==> src/rtl/core/lpm_pkg.sv <==
// shared types, codes and helpers of the longest prefix match router
`default_nettype none

package lpm_pkg;

  // request kinds on the input channel
  localparam logic KIND_ADD   = 1'b0;
  localparam logic KIND_ROUTE = 1'b1;

  localparam logic [31:0] LPM_ALL_ONES = 32'hFFFF_FFFF;
  localparam logic [5:0]  LPM_MAX_LEN  = 6'd32;

  // result status codes
  typedef enum logic [2:0] {
    ST_ADDED     = 3'd0,
    ST_FULL      = 3'd1,
    ST_FORWARDED = 3'd2,
    ST_EXPIRED   = 3'd3,
    ST_NO_ROUTE  = 3'd4
  } lpm_status_t;

  // request travelling along the row of cells
  // for an add, dest and the best_* fields carry the new route itself
  typedef struct packed {
    logic          valid;
    logic          write;
    logic          search;
    logic          found;
    lpm_status_t   status;
    logic [31:0]   dest;
    logic [7:0]    ttl;
    logic [5:0]    best_len;
    logic [2:0]    best_ifc;
    logic          best_hop_valid;
    logic [31:0]   best_hop_ip;
  } lpm_req_t;

  // leading ones mask of a saturated prefix length
  function automatic logic [31:0] len_mask(input logic [5:0] len);
    len_mask = ~(LPM_ALL_ONES >> len);
  endfunction

endpackage

`default_nettype wire

==> src/rtl/core/lpm_cell.sv <==
// one route slot of the table and one stage of the request row
`default_nettype none

module lpm_cell
  import lpm_pkg::*;
#(
  parameter int unsigned TABLE_DEPTH = 64,
  parameter int unsigned CELL_INDEX  = 0
) (
  input  wire logic                                  clk,
  input  wire logic                                  rst_n,
  input  wire logic                                  en,
  input  wire lpm_req_t                              req_i,
  input  wire logic [((TABLE_DEPTH > 1) ? $clog2(TABLE_DEPTH) : 1)-1:0] slot_i,
  input  wire logic [$clog2(TABLE_DEPTH + 1)-1:0]    count_i,
  output lpm_req_t                                   req_o,
  output logic [((TABLE_DEPTH > 1) ? $clog2(TABLE_DEPTH) : 1)-1:0] slot_o,
  output logic [$clog2(TABLE_DEPTH + 1)-1:0]         count_o
);

  localparam int unsigned SLOT_W  = (TABLE_DEPTH > 1) ? $clog2(TABLE_DEPTH) : 1;
  localparam int unsigned COUNT_W = $clog2(TABLE_DEPTH + 1);

  // stored route, undefined until its add passes by
  logic [31:0] pfx_r;
  logic [5:0]  len_r;
  logic        hopv_r;
  logic [31:0] hopip_r;
  logic [2:0]  ifc_r;

  lpm_req_t           req_r;
  lpm_req_t           req_nxt;
  logic [SLOT_W-1:0]  slot_r;
  logic [COUNT_W-1:0] count_r;

  logic in_table;
  logic match;
  logic better;
  logic take_write;

  // the route here counts only if it was added before this request entered
  assign in_table   = count_i > COUNT_W'(CELL_INDEX);
  assign match      = ((req_i.dest ^ pfx_r) & len_mask(len_r)) == 32'd0;
  assign better     = !req_i.found || (len_r > req_i.best_len);
  assign take_write = en && req_i.valid && req_i.write && (slot_i == SLOT_W'(CELL_INDEX));

  // candidate update as the lookup passes
  always_comb begin
    req_nxt = req_i;
    if (req_i.search && in_table && match && better) begin
      req_nxt.found          = 1'b1;
      req_nxt.best_len       = len_r;
      req_nxt.best_ifc       = ifc_r;
      req_nxt.best_hop_valid = hopv_r;
      req_nxt.best_hop_ip    = hopip_r;
    end
  end

  // route storage
  always_ff @(posedge clk) begin
    if (take_write) begin
      pfx_r   <= req_i.dest;
      len_r   <= req_i.best_len;
      hopv_r  <= req_i.best_hop_valid;
      hopip_r <= req_i.best_hop_ip;
      ifc_r   <= req_i.best_ifc;
    end
  end

  // stage register towards the next cell
  always_ff @(posedge clk) begin
    if (!rst_n) begin
      req_r.valid <= 1'b0;
    end else if (en) begin
      req_r   <= req_nxt;
      slot_r  <= slot_i;
      count_r <= count_i;
    end
  end

  assign req_o   = req_r;
  assign slot_o  = slot_r;
  assign count_o = count_r;

endmodule

`default_nettype wire

==> config.mk <==
export PLATFORM = sky130hd
export DESIGN_NAME = lpm_cell
export DESIGN_NICKNAME = d
export VERILOG_FILES = /design/src/rtl/core/lpm_pkg.sv /design/src/rtl/core/lpm_cell.sv
export SDC_FILE = /design/constraint.sdc
export NUM_CORES = 1
export LEC_CHECK = 0
export CORE_MARGIN = 8
export CORE_UTILIZATION = 56
export CTS_BUF_LIST = sky130_fd_sc_hd__clkbuf_8 sky130_fd_sc_hd__clkbuf_16
export DETAILED_ROUTE_END_ITERATION = 7
export DONT_BUFFER_PORTS = 1
export GPL_TIMING_DRIVEN = 0
export PLACE_DENSITY = 0.72
export SYNTH_ARGS = -nofsm -noshare
export SYNTH_HDL_FRONTEND = slang
export SYNTH_SLANG_ARGS = --single-unit
==> constraint.sdc <==
create_clock -name clk -period 8.8 [get_ports clk]
set_input_delay 0.88 -clock clk [delete_from_list [all_inputs] [get_ports clk]]
set_output_delay 0.88 -clock clk [all_outputs]
set_load 0.05 [all_outputs]
* After elaboration in Yosys (flattened, before gate mapping)
Index checks and enable logic that the tools add are counted.
** Operators by class
- Order comparisons :: 2
- Shifts and indexed selects :: 1
- Multiplexer cells :: 1
- Bitwise operators :: 3
- Reduce and logical (&&, ||, !) cells :: 11
** Operator list (number)
- $mux W42 :: 1
- $and A32 B32 Y32 :: 1
- $logic_not A32 Y1 :: 1
- $not A32 Y32 :: 1
- $shr A32 B6 Y32 const A :: 1
- $xor A32 B32 Y32 :: 1
- $gt A7 B1 Y1 const B :: 1
- $gt A6 B6 Y1 :: 1
- $logic_and A1 B1 Y1 :: 6
- $logic_not A6 Y1 :: 1
- $reduce_and A2 Y1 :: 1
- $logic_not A1 Y1 :: 1
- $logic_or A1 B1 Y1 :: 1
** Storage, ports and cells
- Bits in registers :: 176
- Input bits :: 105
- Output and inout port bits :: 102
- Word-level logic and storage cells :: 36

* Longest topological paths before layout
Gate-level depths: netlist of run 1.
- Depth after elaboration :: 7
- Mapped depth :: 10
- Mapped depth without buffers :: 8

* Least setup slack after synthesis of run 1
No wires, ideal clock.
- Kind :: input port to flip-flop
- From :: in slot_i[2] (netlist bit)
- To :: reg hopip_r[0] (enable)
- Library setup time :: 0.697 ns
- Data arrival time :: 8.258 ns
- Required time :: 8.103 ns
- Slack :: -0.154 ns
- Stages :: 3
- Path buffers :: 0
- Path through :: nor4b_1 -> nand3_1 -> nor4_1
** On the way
- Cells in the longest elaborated chain, start to end :: 2
** RTL lines
- start: declaration :: RTL line lpm_cell.sv:14 : input wire logic [((TABLE_DEPTH > 1) ? $clog2(TABLE_DEPTH) : 1)-1:0] slot_i,
- $logic_not A6 Y1 :: RTL line lpm_cell.sv:45 : assign take_write = en && req_i.valid && req_i.write && (slot_i == SLOT_W'(CELL_INDEX));
- $logic_and A1 B1 Y1 :: RTL line lpm_cell.sv:45
- net take_write :: RTL line lpm_cell.sv:39 : logic take_write;
- end signal: assignment :: RTL line lpm_cell.sv:65 : hopip_r <= req_i.best_hop_ip;
- end: declaration :: RTL line lpm_cell.sv:28 : logic [31:0] hopip_r;
The timed path passes the listed nets, and every way through them passes these cells.
A chain may end at the register's enable or synchronous reset.

==> impl_metrics.py, run 1 <==
metrics = {
    "global_route": {
        "grt_pass1_vias": 3438,
        "grtUsageTotal_pct": 16.93,
        "grt_max_degree": 54,
        "grt_pass1_wl_mm": 19.96,
        "antenna_found_initial": 0,
        "grt.overflow.total": 0,
    },
    "yosys": {
        "ys_seq_area_share_pct": 78.51,
        "syn_nets": 471,
        "synthTopCellsByArea": "edfxtp_1, mux2_2, xor2_1, ha_1, xnor2_1",
        "netlist_area_um2": 6719,
        "synth-main-ff-cell": "edfxtp_1",
        "ys_types": 41,
        "synth_common_cells": "edfxtp_1, mux2_2, xor2_1",
        "syn_area_per_cell_um2": 18.66,
        "yosysTopAreaCellShare_pct": 78.21,
        "synth_edf_count": 175,
        "synth_cells": 360,
        "yosysMostFrequentCell": "edfxtp_1",
        "ys_seq_elements": 176,
        "ys.warnings.count": 0,
        "synth_top_area_cell": "edfxtp_1",
        "async_flop_share_pct": 0,
    },
    "floorplan": {
        "dieArea_um2": 15760,
        "io_pins": 207,
        "fp.dieW_um": 125.5,
        "core_area_um2": 11860,
        "initial_utilization_pct": 56.65,
        "num_rows": 40,
        "die_h_um": 125.5,
    },
    "clock_tree": {
        "ctsResizeCount": 0,
        "worst_skew_pair.late_latency_ns": 0.42,
        "htreeDepth": 4,
        "clk_pin_slew_worst_paths_ns": 0.07,
        "cts_tree": "yes",
        "hold_buffers": 0,
        "clock-sinks": 176,
        "root_buffer": "clkbuf_16",
        "cts_buffers": 17,
        "cts_buffer_depth": 2,
        "post_cts_buffers": 0,
    },
    "power": {
        "p_leak_nw": 2.453,
        "clockPowerShare_pct": 36.9,
        "p_switching_uw": 445.8,
        "switching_share_pct": 25.01,
        "sequentialPowerShare_pct": 61.0,
        "max-vdd-ir-drop_mv": 0.1450,
        "intPower_mw": 1.337,
        "p_per_area_nw_per_um2": 236.4,
        "p_comb_share_pct": 2.1,
    },
    "sta": {
        "fin_worst_skew_ns": 0.007267,
        "slew_headroom_pct": 33.09,
        "slew_violations": 0,
        "tns_ns": 0,
        "max_slew.worst_pin.slew_ns": 0.9961,
        "setup_violations": 0,
        "max_freq_mhz": 285.7,
        "period_needed_ns": 3.501,
        "rsz0062_at_grt": "no",
        "finalCritPeriodShare_pct": 39.78,
        "hold_viol": 0,
    },
    "worst_setup_path": {
        "endpoint": "req_o[39]$_DFFE_PP_",
        "required_ns": 8.96,
        "worst_ep_arrival_time_ns": 3.66,
        "crit-reg2reg-capture": "req_o[39]$_DFFE_PP_",
        "r2r_slack_ns": 5.30,
        "worstPathMaxFanout": 10,
        "worstSetupPathType": "flop to flop",
        "end_kind": "flop",
        "worstSetupStartpointType": "flop",
        "r2r_cells": 9,
        "startpoint": "len_r[4]$_DFFE_PP_",
        "rr_startpoint": "len_r[4]$_DFFE_PP_",
    },
    "job": {
        "cap_violations": 0,
    },
    "placed_design": {
        "portBuffers": 0,
        "dp_cells": 513,
        "place.gp.congestion": 0.8822,
        "dpl.hpwl_mm": 9.601,
    },
    "detailed_routing": {
        "viasPerCell": 5.930,
        "ant_nets": 0,
        "drc": 0,
        "wl_per_cell_um": 24.32,
        "drt-initial-drc-count": 231,
        "first_pass_iters": 7,
        "wl_mm": 13.25,
        "vias": 3232,
    },
    "hold_path": {
        "min_path_type": "input port to flop",
    },
    "cells_and_area": {
        "diodes": 0,
        "syn2layout_area_growth_pct": 12.22,
        "nFillCells": 834,
        "fin_nets": 496,
        "utilization_pct": 63.57,
        "drive_gt1_share_pct": 20.10,
        "fin_cells": 545,
    },
    "run_status": {
        "status": "completed",
    },
}
area by class of cell:
cell class	instances	area (µm²)	area share [%]
flip-flops and latches	176	5275	69.96
well taps	147	183.9	2.439
clock inverters	15	98.84	1.311
plain buffers	11	71.32	0.9459
multi-input cells	165	1360	18.04
clock buffers	17	425.4	5.642
repair buffers	6	95.09	1.261
inverters	8	30.03	0.3983
metrics by stage:
step / power [mW] / hold WS, ns / instance area [µm²] / setup slack, ns
after global routing: 1.832 / 0.5277 / 7540 / 5.087
final: 1.782 / 0.5506 / 7540 / 5.299
after CTS: 1.800 / 0.5319 / 7540 / 5.305
after detailed placement: 1.142 / 0.5310 / 7015 / 4.915
after floorplan: 1.128 / 0.5083 / 6725 / 2.981
after global placement: 1.142 / 0.5159 / 6909 / 0.9285
cells by family after synthesis:
logic type      after synthesis  synth area share (%)
simple gates                 40                 3.482
flops                       176                 78.51
xor+xnor                     32                 4.171
mux                          43                 7.188
buf+inv                      19                 1.508
compound gates               44                 4.022
fa+ha+maj                     6                 1.117
sequential cells by signal, indices dropped and copies added (netlist names):
name     cells
hopv_r       1
count_o      7
pfx_r       32
req_o       89
ifc_r        3
len_r        6
hopip_r     32
slot_o       6
power groups by stage:
stage / logic [mW] / registers, mW / clock network (mW)
floorplan: 0.0281 / 1.10 / 0
global placement: 0.0339 / 1.11 / 0
detailed placement: 0.0376 / 1.10 / 0
CTS: 0.0377 / 1.09 / 0.674
global route: 0.0414 / 1.09 / 0.700
finish: 0.0374 / 1.09 / 0.658
routing by layer:
layer  GRT usage (%)  part of all wire [%]  up-vias
li1                -                     -     1453
met1           18.75                    37     1553
met2           25.65                    47      198
met3           10.28                    13       28
met4           7.521                   2.4        0
met5               0                     0        -
worst min path at each step:
stage                                        to                  start  cells after the start
after CTS                   req_o[72]$_DFFE_PP_              req_i[72]                      0
after floorplan             req_o[10]$_DFFE_PP_  hopip_r[10]$_DFFE_PP_                      1
after detailed placement    req_o[13]$_DFFE_PP_  hopip_r[13]$_DFFE_PP_                      1
final                     hopip_r[17]$_DFFE_PP_              req_i[17]                      0
after global placement      req_o[31]$_DFFE_PP_  hopip_r[31]$_DFFE_PP_                      1
after global routing        req_o[72]$_DFFE_PP_              req_i[72]                      0
worst max-delay path: stages (launching register included):
cell	delay, ns
edfxtp_1	0.42
clkbuf_1	0.26
or4_1	0.53
a22oi_1	0.25
nand4_1	0.16
a2111oi_0	0.29
o21ai_1	0.21
nor4_4	0.51
buf_6	0.25
mux2_1	0.36
cells in the final DEF, fill, tap and decap left out, types with 4 or more instances in the layout:
master      Yosys  routed
a21oi_1         9       9
buf_6           4       6
clkbuf_1        7       7
clkbuf_16       0      17
clkinvlp_4      0       5
edfxtp_1      175     175
ha_1            6       6
inv_1           8      10
mux2_1          4       4
mux2_2         38      38
nand3_1         5       5
nand4_1         4       4
nor2_1          9       9
nor3_1          4       4
o21ai_0        12      12
o22ai_1         4       4
xnor2_1         8       8
xor2_1         24      24
No activity file was read; power rests on OpenSTA's default activity.
==> inputs of run 2 (changes only) <==
ABC_AREA = 1   (was unset)
CORE_UTILIZATION = 63   (was 56)
PLACE_DENSITY = 0.77   (was 0.72)
clock period = 3.4 ns   (was 8.8 ns; I/O delays follow)
==> impl_metrics.py, run 2 <==
metrics = {
    "clock_tree": {
        "worst_skew_pair.late_latency_ns": 0.53,
        "cts_buffers": 17,
        "root_buffer": "clkbuf_8",
        "clock-sinks": 176,
        "htreeDepth": 4,
        "cts_tree": "yes",
        "clk_pin_slew_worst_paths_ns": 0.07,
        "cts_buffer_depth": 2,
    },
    "yosys": {
        "synth_common_cells": "edfxtp_1, nand2_1, nand4_1",
        "syn_area_per_cell_um2": 13.10,
        "yosysTopAreaCellShare_pct": 74.27,
        "synth-main-ff-cell": "edfxtp_1",
        "yosysMostFrequentCell": "edfxtp_1",
        "ys_types": 26,
        "netlist_area_um2": 7076,
        "ys.warnings.count": 0,
        "synth_cells": 540,
        "async_flop_share_pct": 0,
        "ys_seq_elements": 176,
        "syn_nets": 651,
        "ys_seq_area_share_pct": 74.55,
        "synth_top_area_cell": "edfxtp_1",
        "synthTopCellsByArea": "edfxtp_1, nand2_1, nand4_1, xor2_1, nand3_1",
        "synth_edf_count": 175,
    },
    "cells_and_area": {
        "most-common-layout-cells": "edfxtp_1, nand2_1, dlygate4sd3_1, nand4_1, inv_1",
        "fin_nets": 781,
        "drive_gt1_share_pct": 9.663,
        "largest_reg_flops": 89,
        "diodes": 0,
        "syn2layout_area_growth_pct": 27.66,
        "final_common_cell": "edfxtp_1",
        "nFillCells": 528,
        "design_area_um2": 9032,
    },
    "floorplan": {
        "num_rows": 38,
        "die_h_um": 122.0,
        "fp.dieW_um": 122.0,
        "core_area_um2": 10890,
        "dieArea_um2": 14880,
        "io_pins": 207,
        "initial_utilization_pct": 64.99,
    },
    "sta": {
        "max_freq_mhz": 400.2,
        "max_slew.worst_pin.slew_ns": 0.6483,
        "period_needed_ns": 2.499,
        "tns_ns": 0,
        "finalCritPeriodShare_pct": 73.49,
        "worst_slack_ns": 0.9012,
        "slew_violations": 0,
        "rsz0062_at_grt": "no",
        "fin_worst_skew_ns": 0.01090,
        "hold_viol": 0,
        "holdWs_ns": 0.02672,
        "slew_headroom_pct": 56.78,
        "setup_violations": 0,
    },
    "worst_setup_path": {
        "worstSetupPathType": "flop to flop",
        "end_kind": "flop",
        "worstSetupStartpointType": "flop",
        "required_ns": 3.79,
        "startpoint": "len_r[5]$_DFFE_PP_",
        "worstPathMaxFanout": 10,
        "rr_startpoint": "len_r[5]$_DFFE_PP_",
        "worst_ep_arrival_time_ns": 2.89,
    },
    "run_status": {
        "status": "completed",
    },
    "power": {
        "clockPowerShare_pct": 40.4,
        "power_mw": 4.995,
        "p_comb_share_pct": 4.7,
        "p_switching_mw": 1.211,
        "p_leak_nw": 3.510,
        "p_per_area_nw_per_um2": 553.0,
        "max-vdd-ir-drop_mv": 0.3230,
        "intPower_mw": 3.784,
        "switching_share_pct": 24.24,
        "sequentialPowerShare_pct": 55.0,
    },
    "global_route": {
        "antenna_found_initial": 0,
        "grt_pass1_wl_mm": 28.30,
        "grt_max_degree": 55,
        "grt.overflow.total": 0,
        "grtUsageTotal_pct": 25.61,
        "grt_pass1_vias": 4896,
    },
    "detailed_routing": {
        "drc": 0,
        "viasPerCell": 5.844,
        "drt-initial-drc-count": 536,
        "ant_nets": 0,
        "wl_per_cell_um": 23.44,
        "first_pass_iters": 5,
        "vias": 4810,
        "wl_mm": 19.29,
    },
    "job": {
        "cap_violations": 0,
    },
    "placed_design": {
        "place_area_um2": 7385,
        "portBuffers": 0,
        "place.gp.congestion": 0.8898,
        "dpl_worst_slack_ns": 0.9724,
        "dpl.hpwl_mm": 11.84,
    },
    "hold_path": {
        "min_path_type": "input port to flop",
        "hp-start": "req_i[2]",
    },
}
## run 2: changes by cell type in the layout (fill, tap and decap cells not counted), moves of 5 or more
| cell | previous run | this run |
|---|---|---|
| dlygate4sd3_1 | 0 | 104 |
| nor2_1 | 9 | 16 |
| nand4_1 | 4 | 42 |
| xnor2_1 | 8 | 3 |
| nand3_1 | 5 | 29 |
| xor2_1 | 24 | 18 |
| buf_2 | 0 | 10 |
| nand2_1 | 3 | 160 |
| o21ai_0 | 12 | 6 |
| mux2_2 | 38 | 0 |
| inv_1 | 10 | 37 |
## run 2: worst paths after layout
path                                             to  slack [ns]  cells after the start
worst min-delay path             req_o[2]$_DFFE_PP_        0.03                      2
worst max register to register  req_o[32]$_DFFE_PP_        0.90                     10
worst max-delay path            req_o[32]$_DFFE_PP_        0.90                     10
worst min register to register   req_o[7]$_DFFE_PP_        0.58                      2
## run 2: critical path, stage by stage (launching register included)
cell and delay, ns:
edfxtp_1 0.52, ha_1 0.35, nand2_1 0.08, nor2_1 0.14, o21ai_0 0.12, o211ai_1 0.11, nand2_1 0.07, nand2_1 0.28
clkbuf_1 0.42, nand4_1 0.19, nand2_1 0.10
## run 2: cell type report
type	instances	area [µm²]	area share [%]
Sequential cell	176	5275	58.40
Multi-Input combinational cell	305	1550	17.16
Timing Repair Buffer	111	1151	12.74
Clock buffer	17	414.1	4.585
Clock inverter	15	192.7	2.133
Tap cell	140	175.2	1.939
Inverter	40	152.6	1.690
Buffer	19	121.4	1.344
## run 2: stage by stage
| step | utilization (%) | cells |
|---|---|---|
| 2_1_floorplan | - | 540 |
| 3_3_place_gp | 66.79 | 680 |
| 3_5_place_dp | 67.82 | 687 |
| 4_1_cts | 82.87 | 822 |
| 5_1_grt | 82.96 | 823 |
| 6_report | 82.96 | 823 |
## run 2: routing by layer
layer | share of wire (%) | GRT usage (%)
met5 | 0 | 0
met4 | 2.5 | 10.49
met3 | 11 | 9.209
met2 | 50 | 42.64
met1 | 36 | 29.60
## run 2: power groups by stage
stage,Combinational [mW],Clock [mW],Sequential [mW]
floorplan,0.0813,0,2.78
global placement,0.0994,0,2.80
detailed placement,0.110,0,2.79
CTS,0.225,2.01,2.75
global route,0.252,2.11,2.75
finish,0.233,2.02,2.75
## run 2: what timing repair did
| item | 4_1_cts | 5_1_grt |
|---|---|---|
| setup buffers | 0 | 0 |
| gates resized for setup | 0 | 0 |
| endpoints found under the hold margin | 171 | 1 |
| hold buffers | 103 | 1 |
## run 2: cell families after synthesis
family | synth area share, %
AND/OR/NAND/NOR | 16.32
adder cells (fa/ha/maj) | 1.061
flip-flops | 74.55
buffers and inverters | 3.837
AO/OA/AOI/OAI | 1.627
XOR/XNOR | 2.600
